## config.mk

```make
export PLATFORM = sky130hd
export DESIGN_NAME = simple_motor_speed_model_top
export DESIGN_NICKNAME = d
export VERILOG_FILES = /design/src/sv/smsm_pkg.sv /design/src/sv/simple_motor_speed_model_top.sv
export SDC_FILE = /design/constraint.sdc
export NUM_CORES = 2
export LEC_CHECK = 0
export ABC_AREA = 1
export CAP_MARGIN = 20
export CORE_MARGIN = 3
export CORE_UTILIZATION = 50
export DETAILED_ROUTE_END_ITERATION = 10
export DONT_BUFFER_PORTS = 1
export GPL_ROUTABILITY_DRIVEN = 0
export MAX_ROUTING_LAYER = met4
export SLEW_MARGIN = 0
export SYNTH_ARGS = -nofsm -noshare
export SYNTH_HDL_FRONTEND = slang
export SYNTH_SLANG_ARGS = --single-unit
export TNS_END_PERCENT = 50
```

## constraint.sdc

```tcl
create_clock -name clk -period 19.8 [get_ports clk]
set_clock_uncertainty 0.1 [all_clocks]
set_input_delay 0 -clock clk [delete_from_list [all_inputs] [get_ports clk]]
set_output_delay 0 -clock clk [all_outputs]
set_load 0.01 [all_outputs]
```

## src/sv/smsm_pkg.sv

```systemverilog
`default_nettype none
// ----------------------------------------------------------------------------
// smsm_pkg
// Shared types, codes and helpers for the motor speed model.
// ----------------------------------------------------------------------------
package smsm_pkg;

  typedef enum logic [3:0] {
    ST_IDLE, ST_LOAD, ST_MUL1, ST_STEP1, ST_FSET, ST_MUL2,
    ST_FRIC, ST_DSET, ST_DIV, ST_WB, ST_READ
  } state_t;

  localparam logic [1:0] K_TICK = 2'd0;
  localparam logic [1:0] K_CMD  = 2'd1;
  localparam logic [1:0] K_READ = 2'd2;

  localparam logic [2:0] M_DUTY    = 3'd0;
  localparam logic [2:0] M_CURRENT = 3'd1;
  localparam logic [2:0] M_BRAKE   = 3'd2;
  localparam logic [2:0] M_SPEED   = 3'd3;

  localparam logic [2:0] R_RUNNING  = 3'd0;
  localparam logic [2:0] R_TIMEOUT  = 3'd1;
  localparam logic [2:0] R_SPD_MAX  = 3'd2;
  localparam logic [2:0] R_SPD_STEP = 3'd3;
  localparam logic [2:0] R_CUR_GAIN = 3'd4;
  localparam logic [2:0] R_FRIC_FAC = 3'd5;
  localparam logic [2:0] R_FRIC_STP = 3'd6;
  localparam logic [2:0] R_BRK_VAL  = 3'd7;

  localparam logic [9:0]  DIV_K     = 10'd1000;
  localparam logic [40:0] ROUND_ADD = 41'd500;
  localparam logic [5:0]  MUL_LAST  = 6'd32;
  localparam logic [5:0]  DIV_LAST  = 6'd40;
  localparam logic [15:0] IDLE_MAX  = 16'hFFFF;

  function automatic logic [39:0] mag40(input logic [39:0] x);
    return x[39] ? (~x + 40'd1) : x;
  endfunction

  // move c toward g by at most st, never past g
  function automatic logic [39:0] step_to(input logic [39:0] c, input logic [39:0] g,
                                          input logic [39:0] st);
    logic [40:0] d;
    logic [40:0] dm;
    d  = {g[39], g} - {c[39], c};
    dm = d[40] ? (~d + 41'd1) : d;
    if (dm <= {1'b0, st}) return g;
    return d[40] ? (c - st) : (c + st);
  endfunction

endpackage
`default_nettype wire

```

## src/sv/simple_motor_speed_model_top.sv

```systemverilog
`default_nettype none
// ----------------------------------------------------------------------------
// simple_motor_speed_model_top
// Speed, tachometer and timeout model for a set of motors.
// ----------------------------------------------------------------------------
// Requests arrive on in_valid/in_ready: a tick, a set command or a read.
// Commands are applied in the idle state. A read's result is registered and held
// on out_valid/out_ready until taken; a further read waits while a result is
// pending, ticks and commands are still taken.
// A tick walks the motors one after another. Per motor: a load state, the
// shift-add multiplier for the goal or step (duty, current, brake modes), a
// step state (those modes and speed mode), a setup and the multiplier again
// for friction (all but speed mode), a friction state, a setup and the
// restoring divide by 1000 for the tachometer, and a write-back. A tick
// holds the input from its acceptance until the last motor is written back.
// Reset clears all motor state at once and loads the register defaults;
// the block is stopped until running is written to one.
// ----------------------------------------------------------------------------
module simple_motor_speed_model_top
  import smsm_pkg::*;
#(
  parameter int MOTORS = 2
) (
  input  wire logic               clk,
  input  wire logic               rst,
  input  wire logic               cfg_write,
  input  wire logic [2:0]         cfg_index,
  input  wire logic [32:0]        cfg_data,
  input  wire logic               in_valid,
  output logic                    in_ready,
  input  wire logic [1:0]         kind,
  input  wire logic               motor,
  input  wire logic [2:0]         mode,
  input  wire logic signed [39:0] value,
  output logic                    out_valid,
  input  wire logic               out_ready,
  output logic                    motor_out,
  output logic signed [39:0]      speed,
  output logic signed [47:0]      tacho,
  output logic [47:0]             tacho_abs
);

  localparam int IW = (MOTORS > 1) ? $clog2(MOTORS) : 1;

  logic        running;
  logic [15:0] timeout_ticks;
  logic [32:0] speed_max;
  logic [31:0] speed_step;
  logic [31:0] current_step_gain;
  logic [16:0] friction_factor;
  logic [31:0] friction_step;
  logic [32:0] timeout_brake_value;

  logic [39:0] m_spd [MOTORS];
  logic [2:0]  m_mode [MOTORS];
  logic [39:0] m_val [MOTORS];
  logic [15:0] m_idle [MOTORS];
  logic [47:0] m_ts [MOTORS];
  logic [47:0] m_tu [MOTORS];

  state_t state, state_next;
  logic [IW-1:0] cur;
  logic [5:0]  cnt;
  logic [39:0] s_r, v_r;
  logic [2:0]  m_r;
  logic [39:0] ma;
  logic [32:0] mb;
  logic [39:0] hi;
  logic [32:0] lo;
  logic [40:0] q;
  logic [9:0]  rem;

  logic        in_acc, motor_ok, last;
  logic [40:0] msum;
  logic [39:0] mres;
  logic [10:0] dt;
  logic [39:0] goal, stp;
  logic [15:0] idle_inc;
  logic [47:0] inc;

  assign in_acc   = in_valid && in_ready;
  assign motor_ok = (32'(motor) < MOTORS);
  assign last     = (cur == IW'(MOTORS - 1));
  assign msum     = {1'b0, hi} + (mb[0] ? {1'b0, ma} : 41'd0);
  assign mres     = (|hi[39:22]) ? {1'b0, {39{1'b1}}} : {1'b0, hi[21:0], lo[32:16]};
  assign dt       = {rem, q[40]};
  assign inc      = {7'd0, q};
  assign idle_inc = (m_idle[cur] < IDLE_MAX) ? (m_idle[cur] + 16'd1) : m_idle[cur];

  always_comb begin
    goal = v_r;
    stp  = {8'd0, speed_step};
    case (m_r)
      M_DUTY: begin
        goal = v_r[39] ? (~mres + 40'd1) : mres;
      end
      M_CURRENT: begin
        goal = v_r[39] ? (~{7'd0, speed_max} + 40'd1) : {7'd0, speed_max};
        stp  = mres;
      end
      M_BRAKE: begin
        goal = 40'd0;
        stp  = mres;
      end
      default: begin
        goal = v_r;
      end
    endcase
  end

  always_comb begin
    state_next = state;
    case (state)
      ST_IDLE: begin
        if (in_acc && running && kind == K_TICK) state_next = ST_LOAD;
        else if (in_acc && running && kind == K_READ && motor_ok) state_next = ST_READ;
      end
      ST_LOAD: begin
        if (m_mode[cur] == M_SPEED) state_next = ST_STEP1;
        else if (m_mode[cur] <= M_BRAKE) state_next = ST_MUL1;
        else state_next = ST_FSET;
      end
      ST_MUL1:  if (cnt == MUL_LAST) state_next = ST_STEP1;
      ST_STEP1: state_next = (m_r == M_SPEED) ? ST_DSET : ST_FSET;
      ST_FSET:  state_next = ST_MUL2;
      ST_MUL2:  if (cnt == MUL_LAST) state_next = ST_FRIC;
      ST_FRIC:  state_next = ST_DSET;
      ST_DSET:  state_next = ST_DIV;
      ST_DIV:   if (cnt == DIV_LAST) state_next = ST_WB;
      ST_WB:    state_next = last ? ST_IDLE : ST_LOAD;
      ST_READ:  state_next = ST_IDLE;
      default:  state_next = ST_IDLE;
    endcase
  end

  always_comb begin
    in_ready = (state == ST_IDLE) && (kind != K_READ || !out_valid || out_ready);
  end

  always_ff @(posedge clk) begin
    if (rst) begin
      state <= ST_IDLE;
      cur   <= '0;
      cnt   <= '0;
    end else begin
      state <= state_next;
      case (state)
        ST_IDLE: begin
          cnt <= '0;
          if (in_acc && kind == K_TICK) cur <= '0;
          else if (in_acc) cur <= IW'(motor);
        end
        ST_MUL1, ST_MUL2, ST_DIV: cnt <= cnt + 6'd1;
        ST_WB: begin
          cnt <= '0;
          if (!last) cur <= cur + IW'(1);
        end
        default: cnt <= '0;
      endcase
    end
  end

  always_ff @(posedge clk) begin
    case (state)
      ST_LOAD: begin
        s_r <= m_spd[cur];
        v_r <= m_val[cur];
        m_r <= m_mode[cur];
        ma  <= mag40(m_val[cur]);
        mb  <= (m_mode[cur] == M_DUTY) ? speed_max : {1'b0, current_step_gain};
        hi  <= '0;
        lo  <= '0;
      end
      ST_MUL1, ST_MUL2: begin
        hi <= msum[40:1];
        lo <= {msum[0], lo[32:1]};
        mb <= {1'b0, mb[32:1]};
      end
      ST_STEP1: s_r <= step_to(s_r, goal, stp);
      ST_FSET: begin
        ma <= mag40(s_r);
        mb <= {16'd0, friction_factor};
        hi <= '0;
        lo <= '0;
      end
      ST_FRIC: s_r <= step_to(s_r[39] ? (~mres + 40'd1) : mres, 40'd0, {8'd0, friction_step});
      ST_DSET: begin
        q   <= {1'b0, mag40(s_r)} + ROUND_ADD;
        rem <= '0;
      end
      ST_DIV: begin
        if (dt >= {1'b0, DIV_K}) begin
          rem <= 10'(dt - {1'b0, DIV_K});
          q   <= {q[39:0], 1'b1};
        end else begin
          rem <= dt[9:0];
          q   <= {q[39:0], 1'b0};
        end
      end
      default: begin
        s_r <= s_r;
      end
    endcase
  end

  always_ff @(posedge clk) begin
    if (rst) begin
      for (int i = 0; i < MOTORS; i++) begin
        m_spd[i]  <= '0;
        m_mode[i] <= M_DUTY;
        m_val[i]  <= '0;
        m_idle[i] <= '0;
        m_ts[i]   <= '0;
        m_tu[i]   <= '0;
      end
    end else if (state == ST_IDLE) begin
      if (in_acc && running && kind == K_CMD && motor_ok) begin
        m_mode[IW'(motor)] <= mode;
        m_val[IW'(motor)]  <= value;
        m_idle[IW'(motor)] <= '0;
      end
    end else if (state == ST_WB) begin
      m_spd[cur]  <= s_r;
      m_ts[cur]   <= s_r[39] ? (m_ts[cur] - inc) : (m_ts[cur] + inc);
      m_tu[cur]   <= m_tu[cur] + inc;
      m_idle[cur] <= idle_inc;
      if (idle_inc > timeout_ticks) begin
        m_mode[cur] <= M_BRAKE;
        m_val[cur]  <= {7'd0, timeout_brake_value};
      end
    end
  end

  always_ff @(posedge clk) begin
    if (rst) begin
      out_valid <= 1'b0;
    end else if (state == ST_READ) begin
      out_valid <= 1'b1;
    end else if (out_ready) begin
      out_valid <= 1'b0;
    end
  end

  always_ff @(posedge clk) begin
    if (state == ST_READ) begin
      motor_out <= cur[0];
      speed     <= m_spd[cur];
      tacho     <= m_ts[cur];
      tacho_abs <= m_tu[cur];
    end
  end

  always_ff @(posedge clk) begin
    if (rst) begin
      running             <= 1'b0;
      timeout_ticks       <= 16'd200;
      speed_max           <= 33'd2658140160;
      speed_step          <= 32'd16384000;
      current_step_gain   <= 32'd204800;
      friction_factor     <= 17'd65467;
      friction_step       <= 32'd327680;
      timeout_brake_value <= 33'd655360;
    end else if (cfg_write) begin
      case (cfg_index)
        R_RUNNING:  running             <= cfg_data[0];
        R_TIMEOUT:  timeout_ticks       <= cfg_data[15:0];
        R_SPD_MAX:  speed_max           <= cfg_data;
        R_SPD_STEP: speed_step          <= cfg_data[31:0];
        R_CUR_GAIN: current_step_gain   <= cfg_data[31:0];
        R_FRIC_FAC: friction_factor     <= cfg_data[16:0];
        R_FRIC_STP: friction_step       <= cfg_data[31:0];
        R_BRK_VAL:  timeout_brake_value <= cfg_data;
        default:    running             <= running;
      endcase
    end
  end

endmodule
`default_nettype wire

```

Word level (Yosys, flattened, before mapping)
Memories as Yosys holds them, arrays and structs flattened. A register that Yosys moved wholly into a read port is not among the register bits.
Index checks and enable logic that the tools add are counted.
{ "totals": {"in_bits": 87, "rom_bits": 0, "register_bits": 625, "latchBits": 0, "n_memories": 6, "word_cells": 246, "out_inout_bits": 139, "ram_bits": 390} }
{ "mem_list": {"columns": ["memory", "depth", "word_bits", "read_ports", "rd_clocked_by_memory_dff", "write_ports", "line", "rtl"], "rows": [
  ["m_ts", 2, 48, 1, 1, 2, "simple_motor_speed_model_top.sv:58", "logic [47:0] m_ts [MOTORS];"],
  ["m_tu", 2, 48, 1, 1, 2, "simple_motor_speed_model_top.sv:59", "logic [47:0] m_tu [MOTORS];"],
  ["m_spd", 2, 40, 1, 1, 2, "simple_motor_speed_model_top.sv:54", "logic [39:0] m_spd [MOTORS];"],
  ["m_val", 2, 40, 1, 1, 2, "simple_motor_speed_model_top.sv:56", "logic [39:0] m_val [MOTORS];"],
  ["m_idle", 2, 16, 1, 1, 2, "simple_motor_speed_model_top.sv:57", "logic [15:0] m_idle [MOTORS];"],
  ["m_mode", 2, 3, 1, 1, 2, "simple_motor_speed_model_top.sv:55", "logic [2:0] m_mode [MOTORS];"]
]} }
{ "classes": {"n_addsub": 21, "mul": 0, "n_div": 0, "mux": 103, "n_shift": 0, "reduce_logical": 47, "bitwise_logic": 7, "n_lt_le_gt_ge": 6, "n_eq_ne": 31} }
{ "op_table": {"columns": ["cell", "count"], "rows": [
  ["40-bit two-way mux", 15],
  ["40-bit case mux with 3 select lines", 2],
  ["40-bit by 1-bit adder with 40-bit output (second input constant)", 4],
  ["40-bit case mux with 2 select lines", 2],
  ["48-bit two-way mux", 3],
  ["40-bit OR reduction", 3],
  ["33-bit case mux with 3 select lines", 1],
  ["48-bit by 41-bit adder with 48-bit output", 2],
  ["48-bit OR reduction", 2],
  ["41-bit by 1-bit adder with 41-bit output (second input constant)", 2],
  ["41-bit two-way mux", 2],
  ["41-bit inverter", 2],
  ["41-bit case mux with 2 select lines", 1],
  ["40-bit inverter", 2],
  ["39-bit two-way mux", 2],
  ["33-bit case mux with 2 select lines", 1],
  ["1-bit two-way mux", 56],
  ["16-bit two-way mux", 3],
  ["48-bit by 41-bit subtractor with 48-bit output", 1],
  ["40-bit by 40-bit adder with 41-bit output", 1],
  ["40-bit by 9-bit adder with 41-bit output (second input constant)", 1],
  ["41-bit by 32-bit <= comparator with 1-bit output", 1],
  ["41-bit by 39-bit <= comparator with 1-bit output", 1],
  ["1-bit by 40-bit subtractor with 41-bit output (first input constant)", 1],
  ["other kinds (50)", 104]
]} }

Logic depth before layout (Yosys ltp)
{ "depth": {"depth_word": 15, "depth_mapped": 62, "mapped_depth_nobuf": 57} }

Least setup slack after synthesis
OpenSTA, ideal clock, no wires.
{ "synth_path": {"kind": "register to register", "start": "reg hi[22]", "end": "reg s_r[37] (data pin)", "arrival_time_ns": 8.299, "required_time_ns": 19.444, "stages_incl_launch_ff": 61, "setup_slack_ns": 11.145, "setup_ns": 0.256, "path_cell_list": "edfxtp_1 or2_4 nor2_8 nand3_4 buf_6 buf_6 nor2_8 ha_1 clkbuf_1 nand3_2 clkinv_1 nand3_1 nand2_1 nand2_1 o21ai_0 o311ai_0 o21a_1 ha_1 [... 25 more ...] o21ai_0 a21oi_1 o21ai_0 a21oi_1 o21ai_0 a21oi_1 o21ai_0 a21oi_1 o21ai_0 nand2_1 nand2_1 nand2_1 nand2_1 nand2_1 nand3_1 nand2_1 inv_1 nand2_1"} }
{ "synth_via": {"elab_chain_cells": 15, "word_cells_on_any_way": 32, "classes_between": "add/sub (9); order compare (2); mux (17); bitwise (3); reduce/logical (1)"} }
{ "synth_rtl": {"columns": ["element", "line", "rtl"], "rows": [
  ["start: declaration", "simple_motor_speed_model_top.sv:68", "logic [39:0] hi;"],
  ["start signal: assignment", "simple_motor_speed_model_top.sv:175", "hi <= msum[40:1];"],
  ["18-bit OR reduction *", "simple_motor_speed_model_top.sv:85", "assign mres = (|hi[39:22]) ? {1'b0, {39{1'b1}}} : {1'b0, hi[21:0], lo[32:16]};"],
  ["39-bit two-way mux *", "simple_motor_speed_model_top.sv:85", null],
  ["39-bit inverter with 40-bit output", "simple_motor_speed_model_top.sv:95, simple_motor_speed_model_top.sv:186", null],
  ["40-bit by 1-bit adder with 40-bit output", "simple_motor_speed_model_top.sv:95, simple_motor_speed_model_top.sv:186", null],
  ["40-bit two-way mux", "simple_motor_speed_model_top.sv:95", "goal = v_r[39] ? (~mres + 40'd1) : mres;"],
  ["40-bit case mux with 3 select lines", "simple_motor_speed_model_top.sv:93", "case (m_r)"],
  ["40-bit by 40-bit subtractor with 41-bit output", "smsm_pkg.sv:46", "d = {g[39], g} - {c[39], c};"],
  ["41-bit inverter", "smsm_pkg.sv:47", "dm = d[40] ? (~d + 41'd1) : d;"],
  ["41-bit by 1-bit adder with 41-bit output", "smsm_pkg.sv:47", null],
  ["41-bit two-way mux", "smsm_pkg.sv:47", null],
  ["41-bit by 39-bit <= comparator with 1-bit output", "smsm_pkg.sv:48", "if (dm <= {1'b0, st}) return g;"],
  ["1-bit two-way mux", "smsm_pkg.sv:48", null],
  ["1-bit two-way mux", "simple_motor_speed_model_top.sv:164", "case (state)"],
  ["40-bit two-way mux", "smsm_pkg.sv:49", "return d[40] ? (c - st) : (c + st);"],
  ["40-bit case mux with 3 select lines *", "simple_motor_speed_model_top.sv:164", null],
  ["end signal: assignment", "simple_motor_speed_model_top.sv:166", "s_r <= m_spd[cur];"],
  ["end signal: assignment", "simple_motor_speed_model_top.sv:179", "ST_STEP1: s_r <= step_to(s_r, goal, stp);"],
  ["end signal: assignment", "simple_motor_speed_model_top.sv:186", "ST_FRIC: s_r <= step_to(s_r[39] ? (~mres + 40'd1) : mres, 40'd0, {8'd0, friction_step});"],
  ["end: declaration", "simple_motor_speed_model_top.sv:64", "logic [39:0] s_r, v_r;"]
]} }
Every way passes the cells marked *; elsewhere a longest branch is shown, timed or not. The select of a mux whose other input is x is not followed.
A chain may end at the register's enable or synchronous reset.

Worst setup path after layout
{ "layout_path": {"start": "reg hi[36]", "end": "reg s_r[37] (data pin)"} }
The elaborated chain is that of the path after synthesis.

==> metrics.csv <==
metric,value,unit
synthArstFlopShare,0,%
die_w,376.0,um
cts_root_buffer,clkbuf_16,
worstSkewPairLatency,0.75,ns
fin_crit,11.57,ns
drive_gt1_share,4.645,%
synth.top_cell.area_share,34.71,%
yosysMostFrequentCell,nand2_1,
ys_seq_area_share,40.82,%
design_area,0.07546,mm2
hold_path_class,input port to flop,
setup_viol,0,
cts-htree-levels,3,
max_stage_delay,0.81,ns
post_cts_buffers,0,
end_kind,flop,
io_pins,226,
syn-instance-count,9041,
rsz0062_at_grt,false,
fin_total_pwr,6.955,mW
ctsResizeCount,0,
ys_ff_latch,1000,
drtIter0Drc,8161,
seqCellArea,0.02794,mm2
max-cap-violations,0,
syn_nets,9480,
p_leak,32.93,nW
clockBufferDepth,3,
relSlewSlack,17.21,%
required,20.16,ns
start_kind,flop,
area_growth,10.26,%
synth_cell_types,64,
post-synth-top-area-cell,edfxtp_1,
viasPerCell,5.900,
die_area,0.1413,mm2
std_cell_rows,135,
path_common_cell,nand2_1,
p_per_area,92.17,mW/mm2
grt_antenna_before_repair,34,
fin_tns_setup,0,ns
worstMarginPinSlew,1.229,ns
multi_input_area,0.03562,mm2
clk_pin_slew,0.07,ns
numCtsBuffers,108,
vias,64695,
worstSetupStartpoint,hi[36]$_SDFFCE_PP0P_,
hold_violations,0,
r2r-start,hi[36]$_SDFFCE_PP0P_,
arrival,11.93,ns
reg2reg_depth,57,
synth_common_cells,"2119 x nand2_1, 1309 x nor2_1, 994 x inv_1, 791 x edfxtp_1, 668 x o21ai_0",
outcome,"complete, no violations",
postRouteAntennaNets,0,
worst_path_max_delay_cell,and2_0,
fill_cells,12841,
timing.fmax,86.45,MHz
cp_max_fo,44,
syn-cell-area,0.06844,mm2
placedInstanceArea,0.07025,mm2
dr.pass1.iters,8,
finalCritPeriodShare,58.42,%
grt_pass1_vias,58601,
synth_edf_count,791,
cts_hold_buf,147,
drc,0,
syn_avg_cell_area,7.569,um2
die_h,376.0,um
yosys_warnings,0,
crit_end,s_r[37]$_DFFE_PP_,
grt_first_pass_wirelength,376600,um
fin_ws,8.233,ns
synth_ff_type,edfxtp_1,
dp_hpwl,195100,um
whs,0.03250,ns
overflow,0,
track_usage,36.46,%
path_class,flop to flop,
grt_max_degree,90,
layout.nets,9520,
slew_viol_final,0,
routedWlPerCell,23.54,um
r2r_end,s_r[37]$_DFFE_PP_,
dp_slack,8.581,ns
core_region_area,0.1356,mm2
min-delay-start,value[10],
totalWireLength,258200,um
cts_tree,done,
r2r_slack,8.23,ns
synth.area.top_cells,"edfxtp_1 35%, nand2_1 12%, nor2_1 7.2%",
numPortBuffers,0,
cts.sinks,1000,
initial_core_util,50.46,%
ir_drop,83.80,uV
==> stage by stage <==
step,utilization [%],std cells
after floorplan,-,9041
after global placement,51.75,10595
after detailed placement,51.79,10599
after CTS,55.53,10946
after global routing,55.63,10964
final,55.63,10965
==> how the worst min path moves through the flow <==
stage                                                     to  slack [ns]  depth (start not counted)
after floorplan           current_step_gain[13]$_SDFFE_PP1P_        0.01                          2
after global placement                  running$_SDFFE_PP0P_       -0.02                          1
after detailed placement               state[0]$_SDFFE_PP0P_       -0.02                          1
after CTS                          m_val[0][9]$_SDFFCE_PN0P_      0.0003                          3
after global routing              m_val[0][14]$_SDFFCE_PN0P_        0.04                          3
final                             m_val[1][10]$_SDFFCE_PN0P_        0.03                          3
==> registers in the layout, summed over array words and instances (netlist names), 32 cells and up, named ones only <==
signal,cells
speed,40
m_val,80
tacho,48
m_spd,80
tacho_abs,48
ma,40
timeout_brake_value,33
m_tu,96
mb,33
m_ts,96
speed_step,32
v_r,40
hi,40
m_idle,32
friction_step,32
s_r,40
speed_max,33
q,41
current_step_gain,32
==> per-layer routing <==
metal | part of all wire [%] | global-route usage [%] | up-vias | wire length, um
met5 | 0 | - | - | 0
met4 | 6.1 | 18.36 | 0 | 15770
met3 | 10 | 6.385 | 703 | 26140
met2 | 43 | 54.83 | 3447 | 112100
met1 | 40 | 47.45 | 30312 | 104100
li1 | - | - | 30233 | -
==> final cells by class <==
type	count	area share (%)
tap	1781	2.953
clock buffer	144	3.910
multi-input combinational	6724	47.20
inverter	1011	5.047
antenna	13	0.04311
sequential	1000	37.03
timing repair buffer	236	2.961
clock inverter	56	0.8556
==> worst max-delay path, delay by kind of cell (launching register included) <==
kind | cells | cell delay (ns)
AND/OR/NAND/NOR | 30 | 4.54
AO/OA/AOI/OAI | 16 | 3.84
adder cells (fa/ha/maj) | 3 | 1.13
buffers and inverters | 7 | 1.09
flip-flops | 1 | 0.39
XOR/XNOR | 1 | 0.16
==> where the power goes <==
part | total (mW) | internal, mW | switching, mW
sequential | 2.67 | 2.51 | 0.157
clock | 2.07 | 1.17 | 0.899
combinational | 2.21 | 0.695 | 1.52
total | 6.96 | 4.38 | 2.57
==> cell families (layout without fill, tap and decap cells) <==
logic type      after synthesis  in the layout  synth area share [%]
compound gates             1585           1585                 12.94
xor+xnor                    442            442                 5.657
fa+ha+maj                   352            352                 6.501
buf+inv                    1317           1447                 7.317
flops                      1000           1000                 40.82
mux                          55             55                0.8044
other cells                   0             13                     0
simple gates               4290           4290                 25.96
==> placed cells by master (no fill, tap or decap), types with 40 or more instances in the layout <==
| master | count |
|---|---|
| a21oi_1 | 513 |
| a31oi_1 | 80 |
| buf_4 | 81 |
| clkbuf_16 | 110 |
| dfxtp_1 | 208 |
| dlygate4sd3_1 | 148 |
| edfxtp_1 | 791 |
| ha_1 | 346 |
| inv_1 | 991 |
| mux2i_1 | 55 |
| nand2_1 | 2110 |
| nand3_1 | 407 |
| nand4_1 | 145 |
| nor2_1 | 1298 |
| nor2_2 | 40 |
| nor3_1 | 118 |
| o21a_1 | 57 |
| o21ai_0 | 667 |
| o21bai_1 | 57 |
| or2_2 | 78 |
| xnor2_1 | 128 |
| xor2_1 | 314 |
No activity file was read; power rests on OpenSTA's default activity.
